==> src/rtl/core/rstu_pkg.sv <==
// rstu_pkg: shared types, constants and digit decoding for the radix string parser
// depends on nothing; every other file in rtl/core uses it by scoped names
`timescale 1ns / 1ps

package rstu_pkg;

   // default widths handed to the top level parameters
   localparam int VALUE_WIDTH_DEF    = 32;
   localparam int POSITION_WIDTH_DEF = 16;

   // fixed field widths
   localparam int CHAR_WIDTH   = 8;
   localparam int RADIX_WIDTH  = 6;
   localparam int STATUS_WIDTH = 2;

   // radix register value after reset
   localparam logic [RADIX_WIDTH-1:0] RADIX_RESET = 6'd10;

   // result status codes
   localparam logic [STATUS_WIDTH-1:0] ST_OK    = 2'd0;
   localparam logic [STATUS_WIDTH-1:0] ST_RANGE = 2'd1;
   localparam logic [STATUS_WIDTH-1:0] ST_BASE  = 2'd2;

   // one character of the string
   typedef struct packed {
      logic [CHAR_WIDTH-1:0] char_code;
      logic                  string_start;
   } char_item_type;

   // registered request handed from the input stage to the parser
   typedef struct packed {
      logic          valid;
      char_item_type item;
   } item_stage_type;

   // decoded digit: ok when the character is 0-9, a-z or A-Z
   typedef struct packed {
      logic                   ok;
      logic [RADIX_WIDTH-1:0] value;
   } digit_type;

   function automatic digit_type digit_decode(input logic [CHAR_WIDTH-1:0] c);
      digit_type             d;
      logic [CHAR_WIDTH-1:0] t;
      d.ok    = 1'b0;
      d.value = '0;
      t       = '0;
      if (c >= 8'h41 && c <= 8'h5A) begin
         t       = c - 8'h41 + 8'd10;
         d.ok    = 1'b1;
         d.value = t[RADIX_WIDTH-1:0];
      end else if (c >= 8'h61 && c <= 8'h7A) begin
         t       = c - 8'h61 + 8'd10;
         d.ok    = 1'b1;
         d.value = t[RADIX_WIDTH-1:0];
      end else if (c >= 8'h30 && c <= 8'h39) begin
         t       = c - 8'h30;
         d.ok    = 1'b1;
         d.value = t[RADIX_WIDTH-1:0];
      end
      return d;
   endfunction

endpackage

==> src/rtl/core/rstu_if.sv <==
// rstu channel interfaces: request, response and radix register write
// depends on rstu_pkg for field widths
`timescale 1ns / 1ps

// character request channel
interface rstu_req_if;
   logic                             valid;
   logic                             ready;
   logic [rstu_pkg::CHAR_WIDTH-1:0]  char_code;
   logic                             string_start;

   modport source (output valid, output char_code, output string_start, input ready);
   modport sink   (input valid, input char_code, input string_start, output ready);
endinterface

// parse result channel
interface rstu_rsp_if #(
   parameter int VALUE_WIDTH    = rstu_pkg::VALUE_WIDTH_DEF,
   parameter int POSITION_WIDTH = rstu_pkg::POSITION_WIDTH_DEF
);
   logic                              valid;
   logic                              ready;
   logic [VALUE_WIDTH-1:0]            parsed_value;
   logic [rstu_pkg::STATUS_WIDTH-1:0] parse_status;
   logic [POSITION_WIDTH-1:0]         end_position;

   modport source (output valid, output parsed_value, output parse_status,
                   output end_position, input ready);
   modport sink   (input valid, input parsed_value, input parse_status,
                   input end_position, output ready);
endinterface

// radix register write channel
interface rstu_csr_if;
   logic                             valid;
   logic                             ready;
   logic [rstu_pkg::RADIX_WIDTH-1:0] data;

   modport source (output valid, output data, input ready);
   modport sink   (input valid, input data, output ready);
endinterface

==> src/rtl/core/radix_string_to_unsigned_parse.sv <==
// radix_string_to_unsigned_parse: streaming strtoul-style parser, top level
// depends on rstu_pkg, rstu_if, rstu_req_stage and rstu_parse_core
`timescale 1ns / 1ps

// Takes a string one character per request, string_start marking the first
// character, and returns one result per terminated string: the unsigned value
// (negated modulo 2^VALUE_WIDTH after a minus sign, all ones on overflow), a
// status (ok, range overflow, invalid base) and the index of the first
// unconsumed character. The radix register (0 auto, 2..36) is sampled on each
// start character and should be written only while no string is in flight.
// One character is accepted every cycle while the result register is not stalled;
// a terminating character is held in the input register and the base multiply-add
// loads its result into the result register.
// A stalled result does not stop the next characters while the input register
// has room. A restarted or unterminated string gives no result.
module radix_string_to_unsigned_parse #(
   parameter int VALUE_WIDTH    = rstu_pkg::VALUE_WIDTH_DEF,
   parameter int POSITION_WIDTH = rstu_pkg::POSITION_WIDTH_DEF
) (
   input  logic       clock,
   input  logic       reset,
   rstu_req_if.sink   req_if,
   rstu_rsp_if.source rsp_if,
   rstu_csr_if.sink   csr_if
);

   rstu_pkg::item_stage_type stage;
   logic                     take;

   // input register
   rstu_req_stage u_req_stage (
      .clock  (clock),
      .reset  (reset),
      .req_if (req_if),
      .take   (take),
      .stage  (stage)
   );

   // parser and result register
   rstu_parse_core #(
      .VALUE_WIDTH    (VALUE_WIDTH),
      .POSITION_WIDTH (POSITION_WIDTH)
   ) u_parse_core (
      .clock  (clock),
      .reset  (reset),
      .stage  (stage),
      .take   (take),
      .rsp_if (rsp_if),
      .csr_if (csr_if)
   );

endmodule

==> src/rtl/core/rstu_req_stage.sv <==
// rstu_req_stage: input register for the character request channel
// depends on rstu_pkg and rstu_req_if
`timescale 1ns / 1ps

module rstu_req_stage (
   input  logic                     clock,
   input  logic                     reset,
   rstu_req_if.sink                 req_if,
   input  logic                     take,
   output rstu_pkg::item_stage_type stage
);

   logic                    valid_ff, valid_in;
   rstu_pkg::char_item_type item_ff;
   logic                    accept;

   // accept a new request whenever the register empties this cycle
   assign req_if.ready = !valid_ff || take;
   assign accept       = req_if.valid && req_if.ready;

   always_comb begin
      if (accept) begin
         valid_in = 1'b1;
      end else if (take) begin
         valid_in = 1'b0;
      end else begin
         valid_in = valid_ff;
      end
   end

   always_ff @(posedge clock) begin
      if (reset) begin
         valid_ff <= 1'b0;
      end else begin
         valid_ff <= valid_in;
      end
   end

   // payload register, no reset
   always_ff @(posedge clock) begin
      if (accept) begin
         item_ff.char_code    <= req_if.char_code;
         item_ff.string_start <= req_if.string_start;
      end
   end

   assign stage.valid = valid_ff;
   assign stage.item  = item_ff;

endmodule

==> src/rtl/core/rstu_parse_core.sv <==
// rstu_parse_core: parse state, digit multiply-accumulate and result register
// depends on rstu_pkg, rstu_rsp_if and rstu_csr_if
`timescale 1ns / 1ps

module rstu_parse_core #(
   parameter int VALUE_WIDTH    = rstu_pkg::VALUE_WIDTH_DEF,
   parameter int POSITION_WIDTH = rstu_pkg::POSITION_WIDTH_DEF
) (
   input  logic                     clock,
   input  logic                     reset,
   input  rstu_pkg::item_stage_type stage,
   output logic                     take,
   rstu_rsp_if.source               rsp_if,
   rstu_csr_if.sink                 csr_if
);

   localparam int RW = rstu_pkg::RADIX_WIDTH;
   localparam int PW = VALUE_WIDTH + RW + 1;

   localparam logic [RW-1:0] BASE_AUTO = 6'd0;
   localparam logic [RW-1:0] BASE_ONE  = 6'd1;
   localparam logic [RW-1:0] BASE_MAX  = 6'd36;
   localparam logic [RW-1:0] BASE_OCT  = 6'd8;
   localparam logic [RW-1:0] BASE_DEC  = 6'd10;
   localparam logic [RW-1:0] BASE_HEX  = 6'd16;

   localparam logic [7:0] CH_WS_LO = 8'd9;
   localparam logic [7:0] CH_WS_HI = 8'd13;
   localparam logic [7:0] CH_SPACE = 8'd32;
   localparam logic [7:0] CH_PLUS  = 8'h2B;
   localparam logic [7:0] CH_MINUS = 8'h2D;
   localparam logic [7:0] CH_ZERO  = 8'h30;
   localparam logic [7:0] CH_X     = 8'h78;

   typedef enum logic [4:0] {
      PH_IDLE   = 5'b00001,
      PH_LEAD   = 5'b00010,
      PH_PREFIX = 5'b00100,
      PH_ZERO   = 5'b01000,
      PH_DIGITS = 5'b10000
   } phase_type;

   // parse state
   phase_type                phase_ff, phase_in;
   logic [VALUE_WIDTH-1:0]   acc_ff, acc_in;
   logic [RW-1:0]            base_ff, base_in;
   logic                     minus_ff, minus_in;
   logic                     ovf_ff, ovf_in;
   logic [POSITION_WIDTH-1:0] pos_ff, pos_in;
   logic [RW-1:0]            radix_ff, radix_in;

   // result register
   logic                              rsp_valid_ff, rsp_valid_in;
   logic [VALUE_WIDTH-1:0]            value_ff;
   logic [rstu_pkg::STATUS_WIDTH-1:0] status_ff;
   logic [POSITION_WIDTH-1:0]         epos_ff;

   // working values for the character under way
   logic                              start, bad_base, emit;
   logic [7:0]                        c;
   phase_type                         cur_phase;
   logic [VALUE_WIDTH-1:0]            cur_acc;
   logic [RW-1:0]                     cur_base, dig_base;
   logic                              cur_minus, cur_ovf;
   logic [POSITION_WIDTH-1:0]         cur_pos;
   rstu_pkg::digit_type               dig;
   logic [PW-1:0]                     prod;
   logic                              prod_ovf, dig_end;
   logic [VALUE_WIDTH-1:0]            emit_value;
   logic [rstu_pkg::STATUS_WIDTH-1:0] emit_status;

   // the parser moves whenever the result register can hold what comes out
   assign take = stage.valid && (!rsp_valid_ff || rsp_if.ready);

   // radix register, always writable
   assign csr_if.ready = 1'b1;
   assign radix_in     = (csr_if.valid) ? csr_if.data : radix_ff;

   // start byte restarts from clean state with the latched radix
   always_comb begin
      c         = stage.item.char_code;
      start     = stage.item.string_start;
      bad_base  = (radix_ff == BASE_ONE) || (radix_ff > BASE_MAX);
      cur_phase = start ? PH_LEAD : phase_ff;
      cur_acc   = start ? '0 : acc_ff;
      cur_base  = start ? radix_ff : base_ff;
      cur_minus = start ? 1'b0 : minus_ff;
      cur_ovf   = start ? 1'b0 : ovf_ff;
      cur_pos   = start ? '0 : pos_ff;
   end

   // base in force for a digit, auto mode settled by the phase
   always_comb begin
      dig_base = cur_base;
      if (cur_base == BASE_AUTO) begin
         if (cur_phase == PH_ZERO) begin
            dig_base = BASE_OCT;
         end else begin
            dig_base = BASE_DEC;
         end
      end
   end

   // one multiply-add by the base, overflow from the full product
   always_comb begin
      dig      = rstu_pkg::digit_decode(c);
      prod     = PW'(cur_acc) * PW'(dig_base) + PW'(dig.value);
      prod_ovf = |prod[PW-1:VALUE_WIDTH];
      dig_end  = !dig.ok || (dig.value >= dig_base);
   end

   // value delivered when the number ends
   always_comb begin
      if (cur_ovf) begin
         emit_value  = '1;
         emit_status = rstu_pkg::ST_RANGE;
      end else begin
         emit_value  = cur_minus ? ('0 - cur_acc) : cur_acc;
         emit_status = rstu_pkg::ST_OK;
      end
   end

   // next parse state
   always_comb begin
      phase_in = cur_phase;
      acc_in   = cur_acc;
      base_in  = cur_base;
      minus_in = cur_minus;
      ovf_in   = cur_ovf;
      pos_in   = cur_pos;
      emit     = 1'b0;

      unique case (cur_phase)
         PH_LEAD, PH_PREFIX, PH_ZERO, PH_DIGITS: begin
            if (cur_phase == PH_LEAD &&
                ((c >= CH_WS_LO && c <= CH_WS_HI) || c == CH_SPACE)) begin
               // leading whitespace is skipped
            end else if (cur_phase == PH_LEAD && (c == CH_PLUS || c == CH_MINUS)) begin
               minus_in = (c == CH_MINUS);
               phase_in = PH_PREFIX;
            end else if (cur_phase != PH_ZERO && cur_phase != PH_DIGITS &&
                         c == CH_ZERO &&
                         (cur_base == BASE_AUTO || cur_base == BASE_HEX)) begin
               phase_in = PH_ZERO;
            end else if (cur_phase == PH_ZERO && c == CH_X) begin
               base_in  = BASE_HEX;
               phase_in = PH_DIGITS;
            end else begin
               // digit or terminator in the settled base
               base_in = dig_base;
               if (dig_end) begin
                  emit     = 1'b1;
                  phase_in = PH_IDLE;
               end else begin
                  phase_in = PH_DIGITS;
                  if (!cur_ovf) begin
                     if (prod_ovf) begin
                        ovf_in = 1'b1;
                        acc_in = '1;
                     end else begin
                        acc_in = prod[VALUE_WIDTH-1:0];
                     end
                  end
               end
            end
            if (cur_pos != '1) begin
               pos_in = cur_pos + 1'b1;
            end
         end
         default: begin
            // idle: characters ignored until the next start
         end
      endcase

      // invalid base answers at once on the start byte
      if (start && bad_base) begin
         phase_in = PH_IDLE;
         acc_in   = '0;
         base_in  = cur_base;
         minus_in = 1'b0;
         ovf_in   = 1'b0;
         pos_in   = '0;
         emit     = 1'b1;
      end
   end

   // result register valid
   always_comb begin
      if (take && emit) begin
         rsp_valid_in = 1'b1;
      end else if (rsp_if.ready) begin
         rsp_valid_in = 1'b0;
      end else begin
         rsp_valid_in = rsp_valid_ff;
      end
   end

   // control state
   always_ff @(posedge clock) begin
      if (reset) begin
         phase_ff     <= PH_IDLE;
         acc_ff       <= '0;
         base_ff      <= '0;
         minus_ff     <= 1'b0;
         ovf_ff       <= 1'b0;
         pos_ff       <= '0;
         radix_ff     <= rstu_pkg::RADIX_RESET;
         rsp_valid_ff <= 1'b0;
      end else begin
         radix_ff     <= radix_in;
         rsp_valid_ff <= rsp_valid_in;
         if (take) begin
            phase_ff <= phase_in;
            acc_ff   <= acc_in;
            base_ff  <= base_in;
            minus_ff <= minus_in;
            ovf_ff   <= ovf_in;
            pos_ff   <= pos_in;
         end
      end
   end

   // result payload, no reset
   always_ff @(posedge clock) begin
      if (take && emit) begin
         if (start && bad_base) begin
            value_ff  <= '0;
            status_ff <= rstu_pkg::ST_BASE;
            epos_ff   <= '0;
         end else begin
            value_ff  <= emit_value;
            status_ff <= emit_status;
            epos_ff   <= cur_pos;
         end
      end
   end

   assign rsp_if.valid        = rsp_valid_ff;
   assign rsp_if.parsed_value = value_ff;
   assign rsp_if.parse_status = status_ff;
   assign rsp_if.end_position = epos_ff;

   // a sticky overflow always holds the saturated accumulator
   a_ovf_saturated: assert property (@(posedge clock) disable iff (reset)
      ovf_ff |-> (acc_ff == '1))
      else $error("overflow flag set without saturated accumulator");

   // invalid base on a start byte gives a base error result next cycle
   a_bad_base_result: assert property (@(posedge clock) disable iff (reset)
      (take && start && bad_base) |=>
         (rsp_valid_ff && status_ff == rstu_pkg::ST_BASE && value_ff == '0 &&
          epos_ff == '0))
      else $error("invalid base did not give a base error result");

   // an idle character leaves the position counter untouched
   a_idle_hold: assert property (@(posedge clock) disable iff (reset)
      (take && !start && phase_ff == PH_IDLE) |=> $stable(pos_ff) && phase_ff == PH_IDLE)
      else $error("idle character changed parse state");

   // a range error result always carries the saturated value
   a_range_value: assert property (@(posedge clock) disable iff (reset)
      (rsp_valid_ff && status_ff == rstu_pkg::ST_RANGE) |-> (value_ff == '1))
      else $error("range error without saturated value");

endmodule
==> src/flat_wrapper.sv <==
// flat-port wrapper written by rule: the top's interface ports become plain ports
module radix_string_to_unsigned_parse_flat 
#(
   parameter int VALUE_WIDTH    = rstu_pkg::VALUE_WIDTH_DEF,
   parameter int POSITION_WIDTH = rstu_pkg::POSITION_WIDTH_DEF
)
  (clock, reset, req_if_valid, req_if_char_code, req_if_string_start, req_if_ready, rsp_if_valid, rsp_if_parsed_value, rsp_if_parse_status, rsp_if_end_position, rsp_if_ready, csr_if_valid, csr_if_data, csr_if_ready);
  rstu_req_if req_if_i ();
  rstu_rsp_if #(.VALUE_WIDTH(VALUE_WIDTH), .POSITION_WIDTH(POSITION_WIDTH)) rsp_if_i ();
  rstu_csr_if csr_if_i ();
  input  logic clock;
  input  logic reset;
  input wire logic [$bits(req_if_i.valid)-1:0] req_if_valid;
  input wire logic [$bits(req_if_i.char_code)-1:0] req_if_char_code;
  input wire logic [$bits(req_if_i.string_start)-1:0] req_if_string_start;
  output wire logic [$bits(req_if_i.ready)-1:0] req_if_ready;
  output wire logic [$bits(rsp_if_i.valid)-1:0] rsp_if_valid;
  output wire logic [$bits(rsp_if_i.parsed_value)-1:0] rsp_if_parsed_value;
  output wire logic [$bits(rsp_if_i.parse_status)-1:0] rsp_if_parse_status;
  output wire logic [$bits(rsp_if_i.end_position)-1:0] rsp_if_end_position;
  input wire logic [$bits(rsp_if_i.ready)-1:0] rsp_if_ready;
  input wire logic [$bits(csr_if_i.valid)-1:0] csr_if_valid;
  input wire logic [$bits(csr_if_i.data)-1:0] csr_if_data;
  output wire logic [$bits(csr_if_i.ready)-1:0] csr_if_ready;
  assign req_if_i.valid = req_if_valid;
  assign req_if_i.char_code = req_if_char_code;
  assign req_if_i.string_start = req_if_string_start;
  assign req_if_ready = req_if_i.ready;
  assign rsp_if_valid = rsp_if_i.valid;
  assign rsp_if_parsed_value = rsp_if_i.parsed_value;
  assign rsp_if_parse_status = rsp_if_i.parse_status;
  assign rsp_if_end_position = rsp_if_i.end_position;
  assign rsp_if_i.ready = rsp_if_ready;
  assign csr_if_i.valid = csr_if_valid;
  assign csr_if_i.data = csr_if_data;
  assign csr_if_ready = csr_if_i.ready;
  radix_string_to_unsigned_parse #(.VALUE_WIDTH(VALUE_WIDTH), .POSITION_WIDTH(POSITION_WIDTH)) u_core (.clock(clock), .reset(reset), .req_if(req_if_i), .rsp_if(rsp_if_i), .csr_if(csr_if_i));
endmodule
==> config.mk <==
export PLATFORM = sky130hd
export DESIGN_NAME = radix_string_to_unsigned_parse_flat
export DESIGN_NICKNAME = d
export VERILOG_FILES = /design/src/rtl/core/rstu_pkg.sv /design/src/rtl/core/rstu_if.sv /design/src/rtl/core/radix_string_to_unsigned_parse.sv /design/src/rtl/core/rstu_req_stage.sv /design/src/rtl/core/rstu_parse_core.sv /design/src/flat_wrapper.sv
export SDC_FILE = /design/constraint.sdc
export NUM_CORES = 1
export LEC_CHECK = 0
export BUFFER_PORTS_ARGS = -buffer_cell sky130_fd_sc_hd__buf_4
export CORE_ASPECT_RATIO = 1.1
export CORE_MARGIN = 2
export CORE_UTILIZATION = 60
export CTS_CLUSTER_DIAMETER = 150
export DETAILED_ROUTE_END_ITERATION = 10
export PLACE_DENSITY = 0.78
export SLEW_MARGIN = 20
export SYNTH_ARGS = -nofsm -noshare
export SYNTH_HDL_FRONTEND = slang
export SYNTH_SLANG_ARGS = --single-unit
==> constraint.sdc <==
create_clock -name clock -period 9.2 [get_ports clock]
set_input_delay 0.46 -clock clock [delete_from_list [all_inputs] [get_ports clock]]
set_output_delay 0.46 -clock clock [all_outputs]
set_load 0.03 [all_outputs]
==> metrics.txt, run 1 <==
status=completed; number of top-level pins=73; initial DRC count=1,001; period utilization=0.874; vias in the first global route=11,698; number of I/O port buffers=71; CP peak stage delay=0.95 ns; # hold bufs at CTS=0; Synth cell types=91; asr flop ratio synth=0; VDD IR max=0.0000905 V; largest area contributor in the netlist=fa_1; Reg clk slew, reported paths=0.06 ns; Area Overhead vs Synth=8.44%; CP Data Arrival Time=8.35 ns; layout cells sized above 1=0.0904; CTS Buf Count=17; gpl congestion=0.962; max_slew headroom=0.279; switching share of power=0.277; maxcap violations=0; maximum clock rate=124 MHz; clock tree from TritonCTS=yes; layer carrying the most global-route usage=met2; final WL=38,900 um; vias per inst=6.33; top cell type's share of synthesized area=0.179; first-pass detailed-route iteration total=5; EDFF count, synth=59; global-route usage over all layers=0.329; synth top area cells=fa_1 (18%), edfxtp_1 (13%), dfxtp_1 (10%); CTS Sinks=128; clk buf depth=2; antenna cells=0; top cell family by delay on the critical path=adder cells; RSZ-0062 raised after global routing=false; Setup violations, final=0; synth warn=0; CP Launch Type=flip-flop; fin crit period=8.04 ns; initial antenna violation count=0; post-CTS sizing=0; GR Util met3=0.0573; Clock Latency Late Sink=0.43 ns; # DRC=0; HP Class=in2reg; clk_skew=0.0111 ns; Cell Area, Synth=0.0138 sq mm; fin worst setup slack=1.16 ns; Finished Core Util=0.658; Comb power frac=0.132; Avg Inst Size Synth=8.78 sq um; Seq pwr share=0.427; Cell Area, Placed=0.0144 sq mm; register area=0.00315 sq mm; drt wl/cell=20.5 um; Worst Max-Slew Pin Slew=1.08 ns; Pleak=6.99 nW; share of total power in the clock network=0.440; Row Count=58; Root Driver=clkbuf_16; H-tree depth=4; Multi-input gate area=0.00997 sq mm; Post-Syn Nets=1,822; Placement Setup Slack=1.28 ns; dpl hpwl=30,100 um; setup TNS=0 ns; Commonest cells post-synth=and2_1 (146), a21oi_1 (139), nand2_1 (133), fa_1 (124), nor2_1 (114); die area=0.0243 sq mm; Final Hold Fails=0; worst endpoint required time=9.52 ns; slowest stage cell, crit path=edfxtp_1; fin nets=1,827; die height=163 um; CORE AREA=0.0228 sq mm; Worst setup EP type=flip-flop; post-CTS setup buffers=0; post-route ant nets=0; first-pass GRT wire length=62,500 um; Gate Count Post-Synth=1,575; Via Count=11,978; Tot Pwr=1.48 mW; Starting Density=0.607; PwrDens=98.8 mW/mm^2; CP Max Fanout=24; Net Switching=410 uW; Synth Register Bits=128; most common cell in the netlist=and2_1; Slew Viols, Final=0; Die Width=149 um; sequential area share after synthesis=0.228; grt total ovfl=0; Layout fillers=1,842; largest net degree at the start of global routing=61; M1 GR Usage=0.427; Finished Cell Area=0.0150 sq mm; Int Pwr=1.07 mW; Buf+Inv Stages, Crit Path=7; met2 Use GR=0.531; Top FF cell, synth=dfxtp_1; CP Class=reg2reg
[metrics by stage]
step / std cells / hold WS [ns]
after floorplan: 1575 / 0.441
after global placement: 1861 / 0.454
after detailed placement: 1861 / 0.458
after CTS: 1893 / 0.200
after global routing: 1893 / 0.203
final: 1893 / 0.205
[layout by cell type, fill, tap and decap left out, types with 4 or more instances in the layout]
cell type	instances
a211o_1	4
a211oi_1	15
a21o_1	21
a21oi_1	138
a22o_1	6
a22oi_1	9
a31oi_1	13
a32oi_1	5
and2_1	146
and3_1	14
and4_1	6
buf_4	86
clkbuf_16	17
dfxtp_1	69
edfxtp_1	59
fa_1	124
ha_1	103
inv_1	77
mux2i_1	8
nand2_1	133
nand2b_1	14
nand3_1	21
nand3b_1	5
nand4_1	17
nor2_1	114
nor2b_1	46
nor3_1	34
nor4_1	15
o211a_1	4
o211ai_1	8
o21ai_0	57
o21ai_1	4
o21bai_1	10
o31ai_1	15
o41ai_1	4
or3_1	10
or4_1	5
xnor2_1	21
xor2_1	46
[sequential cells by signal, indices dropped and copies added (netlist names)]
register and flops:
u_core.u_parse_core.rsp_if.valid 1, u_core.u_parse_core.ovf_ff 1, u_core.u_req_stage.valid_ff 1, u_core.u_parse_core.base_ff 6
u_core.u_parse_core.phase_ff 5, u_core.u_parse_core.rsp_if.parse_status 2, u_core.u_parse_core.rsp_if.parsed_value 32, u_core.u_parse_core.radix_ff 6
u_core.u_req_stage.stage 9, u_core.u_parse_core.minus_ff 1, u_core.u_parse_core.pos_ff 16, u_core.u_parse_core.acc_ff 32
u_core.u_parse_core.rsp_if.end_position 16
[power by group through the flow]
| stage | clock (mW) | combinational [mW] | sequential, mW |
|---|---|---|---|
| finish | 0.653 | 0.196 | 0.633 |
| global route | 0.678 | 0.212 | 0.635 |
| CTS | 0.653 | 0.194 | 0.632 |
| detailed placement | 0 | 0.192 | 0.644 |
| global placement | 0 | 0.188 | 0.644 |
| floorplan | 0 | 0.125 | 0.645 |
[layout make-up]
class                           count  share of cell area
Tap cell                          300              0.0250
Sequential cell                   128               0.210
Clock inverter                     14             0.00934
Clock buffer                       18              0.0286
Multi-Input combinational cell   1269               0.664
Timing Repair Buffer               86              0.0430
Inverter                           78              0.0195
[worst paths after layout]
check                                     startpoint                                     endpoint  slack [ns]  cells after the start
max            u_core.u_req_stage.stage[0]$_DFFE_PP_  u_core.u_parse_core.acc_ff[26]$_SDFFE_PP0P_        1.16                     28
max reg2reg    u_core.u_req_stage.stage[0]$_DFFE_PP_  u_core.u_parse_core.acc_ff[26]$_SDFFE_PP0P_        1.16                     28
min reg2reg  u_core.u_parse_core.ovf_ff$_SDFFE_PP0P_      u_core.u_parse_core.ovf_ff$_SDFFE_PP0P_        0.47                      2
min                              req_if_char_code[5]        u_core.u_req_stage.stage[6]$_DFFE_PP_        0.21                      1
[metal layers]
metal,routed length [um],up-vias
met3,3040,109
met5,0,-
met2,18100,587
met1,15700,5791
li1,-,5491
met4,2010,0
[logic make-up (layout without fill, tap and decap cells)]
group	count (synthesis)	count (layout)	share of synthesized area
xor+xnor	67	67	0.0424
simple gates	602	602	0.228
compound gates	362	362	0.168
mux	10	10	0.00742
flops	128	128	0.228
fa+ha+maj	227	227	0.273
other cells	1	1	0.000271
buf+inv	178	196	0.0534
(Power assumes the default switching activity.)
==> inputs of run 2 (changes only) <==
--- a/config.mk
+++ b/config.mk
@@ -8,10 +8,9 @@
 export BUFFER_PORTS_ARGS = -buffer_cell sky130_fd_sc_hd__buf_4
 export CORE_ASPECT_RATIO = 1.1
 export CORE_MARGIN = 2
-export CORE_UTILIZATION = 60
+export CORE_UTILIZATION = 45
 export CTS_CLUSTER_DIAMETER = 150
 export DETAILED_ROUTE_END_ITERATION = 10
-export PLACE_DENSITY = 0.78
 export SLEW_MARGIN = 20
 export SYNTH_ARGS = -nofsm -noshare
 export SYNTH_HDL_FRONTEND = slang
==> metrics.txt, run 2 (same netlist as run 1, synthesis figures left out) <==
hold path start=req_if_char_code[5]; drt wl/cell=20.2 um (-1.8%); CP Data Arrival Time=8.07 ns (-0.28 ns); CORE AREA=0.0303 sq mm (+33%); GR Util met3=0.0424 (-0.0148); layout cells sized above 1=0.0897 (-0.000684); maximum clock rate=129 MHz (+3.6%); Reg clk slew, reported paths=0.06 ns (about the same); clk_skew=0.00747 ns (-0.00359 ns); worst endpoint required time=9.52 ns (about the same); post-CTS sizing=0 (unchanged); Die Width=171 um (+15%); PwrDens=96.3 mW/mm^2 (-2.5%); Slew Viols, Final=0 (unchanged); RSZ-0062 raised after global routing=false; first-pass detailed-route iteration total=6 (+1); die height=188 um (+15%); max_slew headroom=0.249 (-0.0299); vias per inst=5.84 (-7.7%); Worst Max-Slew Pin Slew=1.12 ns (+0.0412 ns); number of I/O port buffers=71 (unchanged); Area Overhead vs Synth=9.21%; final WL=40,500 um (+4.2%); CP Max Fanout=24 (unchanged); post-route ant nets=0 (unchanged); Pleak=6.98 nW (-0.19%); largest net degree at the start of global routing=55 (-9.8%); post-placement cell count=1,976 (+6.2%); R2R depth=26 (-7.1%); Root Driver=clkbuf_16; global-route usage over all layers=0.262 (-0.0676); die area=0.0322 sq mm (+32%); M1 GR Usage=0.356 (-0.0715); antenna cells=0 (unchanged); Setup violations, final=0 (unchanged); Critical Path Source=u_core.u_req_stage.stage[0]$_DFFE_PP_; Cell Area, Placed=0.0146 sq mm (+1.0%); Row Count=67 (+16%); # DRC=0 (unchanged); status=completed; initial DRC count=847 (-15%); H-tree depth=4 (unchanged); period utilization=0.843 (-0.0307); HP Class=in2reg; met2 Use GR=0.417 (-0.114); layer carrying the most global-route usage=met2; fin nets=1,828 (+0.055%); CP Launch Type=flip-flop; number of top-level pins=73 (unchanged); CTS Sinks=128 (unchanged); post-CTS setup buffers=0 (unchanged); CP Class=reg2reg; fin crit period=7.76 ns (-0.283 ns); vias in the first global route=11,700 (+0.017%); clk buf depth=2 (unchanged); fin cells=2,008 (+6.1%); Clock Latency Late Sink=0.42 ns (about the same); Layout fillers=2,933 (+59%); Starting Density=0.456 (-0.151); most frequent cells in the layout=and2_1 (146), a21oi_1 (138), nand2_1 (133); VDD IR max=0.000119 V (+32%); Final Hold Fails=0 (unchanged); dpl hpwl=32,000 um (+6.2%); Via Count=11,732 (-2.1%); maxcap violations=0 (unchanged); Worst setup EP type=flip-flop; clock tree from TritonCTS=yes; first-pass GRT wire length=65,500 um (+4.9%); CTS Buf Count=17 (unchanged); launching point of the worst reg2reg path=u_core.u_req_stage.stage[0]$_DFFE_PP_; initial antenna violation count=0 (unchanged); Finished Cell Area=0.0151 sq mm (+0.71%); hold depth=1 (unchanged); most common cell after layout, fill and taps aside=and2_1; # hold bufs at CTS=0 (unchanged); grt total ovfl=0 (unchanged); setup TNS=0 ns (unchanged); gpl congestion=0.886 (-7.8%)
-- run 2: cell count changes in the layout (fill, tap and decap cells not counted), sizes merged --
cell    previous run  this run
bufinv             2         1
buf               86        87
inv               79        77
clkinv             8        11
-- run 2: worst paths after layout --
| path | endpoint | slack (ns) |
|---|---|---|
| setup / recovery | u_core.u_parse_core.acc_ff[21]$_SDFFE_PP0P_ | 1.44 |
| setup reg to reg | u_core.u_parse_core.acc_ff[21]$_SDFFE_PP0P_ | 1.44 |
| hold reg to reg | u_core.u_parse_core.pos_ff[15]$_SDFFE_PP0P_ | 0.47 |
| hold / removal | u_core.u_req_stage.stage[6]$_DFFE_PP_ | 0.21 |
-- run 2: layout make-up --
cell class | count | area (sq um) | share of cell area
clock inverter | 14 | 100 | 0.00662
clock buffer | 18 | 429 | 0.0284
tap | 414 | 518 | 0.0343
inverter | 78 | 293 | 0.0194
timing repair buffer | 87 | 653 | 0.0432
multi-input combinational | 1269 | 9960 | 0.659
sequential | 128 | 3150 | 0.209
-- run 2: critical path: stages, from the launching register on --
cell	delay, ns
edfxtp_1	0.59
nor2b_1	0.18
buf_4	0.28
a21oi_1	0.12
nand2_1	0.12
inv_1	0.08
a21boi_1	0.61
buf_4	0.34
nor2b_1	0.10
fa_1	0.51
inv_1	0.05
fa_1	0.52
inv_1	0.08
fa_1	0.48
ha_1	0.31
ha_1	0.41
nand4_1	0.26
inv_1	0.08
a221oi_2	0.34
o211ai_2	0.20
nor4_1	0.25
o211ai_1	0.15
a2111oi_2	0.52
nand3_1	0.21
buf_4	0.26
or3_1	0.39
a22o_1	0.20
-- run 2: per-layer routing --
metal | routed length, um | share of wire | vias up
met5 | 0 | 0 | -
met1 | 17500 | 0.43 | 5729
met2 | 18900 | 0.47 | 442
li1 | - | - | 5498
met3 | 2690 | 0.066 | 63
met4 | 1420 | 0.035 | 0
-- run 2: per-stage QoR --
step           setup WS (ns)  hold slack, ns   util  power [mW]
2_1_floorplan           2.27           0.441      -       0.770
3_3_place_gp            1.67           0.455  0.480       0.840
4_1_cts                 1.52           0.201  0.498        1.46
6_report                1.44           0.212  0.498        1.46
3_5_place_dp            1.55           0.456  0.480       0.841
5_1_grt                0.971           0.208  0.498        1.50
-- run 2: power by group --
part           internal (mW)  switching, mW  total, mW
Clock                  0.364          0.259      0.623
Combinational         0.0650          0.136      0.201
Sequential             0.611         0.0213      0.632
==> inputs of run 3 (changes only) <==
==> constraint.sdc (replaced) <==
create_clock -name clock -period 7.9 [get_ports clock]
set_input_delay 0.395 -clock clock [delete_from_list [all_inputs] [get_ports clock]]
set_output_delay 0.395 -clock clock [all_outputs]
set_load 0.03 [all_outputs]
==> metrics.txt, run 3 (same netlist as run 1, synthesis figures left out) <==
Placement Setup Slack=0.574 ns (-0.975 ns); initial antenna violation count=0 (unchanged); number of I/O port buffers=71 (unchanged); vias per inst=5.82 (-0.40%); worst endpoint required time=8.21 ns (-1.31 ns); Layout fillers=2,921 (-0.41%); Row Count=67 (unchanged); CORE AREA=0.0303 sq mm (unchanged); status=completed; most common cell after layout, fill and taps aside=and2_1; post-CTS sizing=0 (unchanged); Pleak=7.04 nW (+0.91%); register area=0.00315 sq mm (unchanged); post-CTS setup buffers=0 (unchanged); Tot Pwr=1.72 mW (+18%); final WL=40,600 um (+0.15%); clk_skew=0.0129 ns (+0.00545 ns); setup TNS=0 ns (unchanged); CTS Buf Count=17 (unchanged); Worst setup EP type=flip-flop; antenna cells=0 (unchanged); post-route ant nets=0 (unchanged); CTS Sinks=128 (unchanged); CP Launch Type=flip-flop; Final Hold Fails=0 (unchanged); Slew Viols, Final=0 (unchanged); gpl congestion=0.935 (+5.5%); # hold bufs at CTS=0 (unchanged); launching point of the worst reg2reg path=u_core.u_req_stage.stage[0]$_DFFE_PP_; vias in the first global route=11,883 (+1.6%); most frequent cells in the layout=and2_1 (146), a21oi_1 (138), nand2_1 (133); fin worst setup slack=0.398 ns (-1.05 ns); Via Count=11,738 (+0.051%); fin crit period=7.50 ns (-0.254 ns); Finished Core Util=0.501 (+0.00280); largest net degree at the start of global routing=58 (+5.5%); H-tree depth=4 (unchanged); layout cells sized above 1=0.0967 (+0.00698); Clock Latency Late Sink=0.43 ns (about the same); Setup violations, final=0 (unchanged); CP Class=reg2reg; clock tree from TritonCTS=yes; RSZ-0062 raised after global routing=false; period utilization=0.950 (+0.107); maxcap violations=0 (unchanged); PwrDens=113 mW/mm^2 (+17%); Die Width=171 um (unchanged); global-route usage over all layers=0.262 (about the same); die height=188 um (unchanged); die area=0.0322 sq mm (unchanged); Min Hold Slack=0.142 ns (-0.0700 ns); grt total ovfl=0 (unchanged); Multi-input gate area=0.00996 sq mm (unchanged); CP Max Fanout=35 (+46%); clk buf depth=2 (unchanged); hold path start=req_if_char_code[0]; maximum clock rate=133 MHz (+3.4%); Critical Path Source=u_core.u_req_stage.stage[0]$_DFFE_PP_; number of top-level pins=73 (unchanged); Area Overhead vs Synth=9.82%; VDD IR max=0.000133 V (+11%); max_slew headroom=0.298 (+0.0488); dpl hpwl=31,800 um (-0.65%); Reg clk slew, reported paths=0.06 ns (about the same); Starting Density=0.456 (unchanged); # DRC=0 (unchanged); Worst Max-Slew Pin Slew=1.04 ns (-0.0778 ns); Root Driver=clkbuf_16; CP Data Arrival Time=7.81 ns (-0.26 ns); first-pass GRT wire length=65,700 um (+0.33%); HP Class=in2reg; fin nets=1,837 (+0.49%); drt wl/cell=20.1 um (-0.30%); first-pass detailed-route iteration total=8 (+2); initial DRC count=880 (+3.9%)
## run 3: path summary, 6_finish.rpt
kind	to	slack (ns)	cells past startpoint
max	u_core.u_parse_core.acc_ff[26]$_SDFFE_PP0P_	0.40	23
min	u_core.u_req_stage.stage[1]$_DFFE_PP_	0.14	1
max reg2reg	u_core.u_parse_core.acc_ff[26]$_SDFFE_PP0P_	0.40	23
min reg2reg	u_core.u_parse_core.pos_ff[15]$_SDFFE_PP0P_	0.47	1
## run 3: metal layers
| metal | GRT usage | part of all wire | vias up |
|---|---|---|---|
| met5 | 0 | 0 | - |
| met2 | 0.427 | 0.47 | 432 |
| met3 | 0.0447 | 0.066 | 71 |
| li1 | - | - | 5508 |
| met1 | 0.347 | 0.43 | 5727 |
| met4 | 0.0971 | 0.035 | 0 |
## run 3: worst max-delay path: stages (launching register included)
cell	delay (ns)
edfxtp_1	0.39
buf_4	0.22
buf_4	0.29
nor2b_1	0.54
o21ai_0	0.50
fa_1	0.62
inv_1	0.06
fa_1	0.53
inv_1	0.05
fa_1	0.54
inv_1	0.05
ha_1	0.29
ha_1	0.39
nand4_1	0.25
inv_1	0.09
a221oi_2	0.36
o211ai_2	0.19
nor4_1	0.29
o211ai_1	0.17
a2111oi_2	0.50
nand3_1	0.20
buf_4	0.26
or3_1	0.39
a22o_1	0.20
## run 3: final cells by class
cell class,count,area share
repair buffers,96,0.0474
multi-input cells,1269,0.656
well taps,414,0.0341
clock inverters,15,0.00799
clock buffers,17,0.0280
inverters,78,0.0193
flip-flops and latches,128,0.208
## run 3: power by group
group          switching (mW)  leakage [nW]  internal, mW  total [mW]
logic                   0.162          5.65        0.0771       0.239
registers              0.0232          1.13         0.711       0.734
clock network           0.315         0.254         0.429       0.743
## run 3: stage by stage
stage	cells	cell area, sq um
floorplan	1575	13800
finish	2017	15200
global placement	1985	14600
global route	2017	15200
detailed placement	1985	14600
CTS	2017	15200
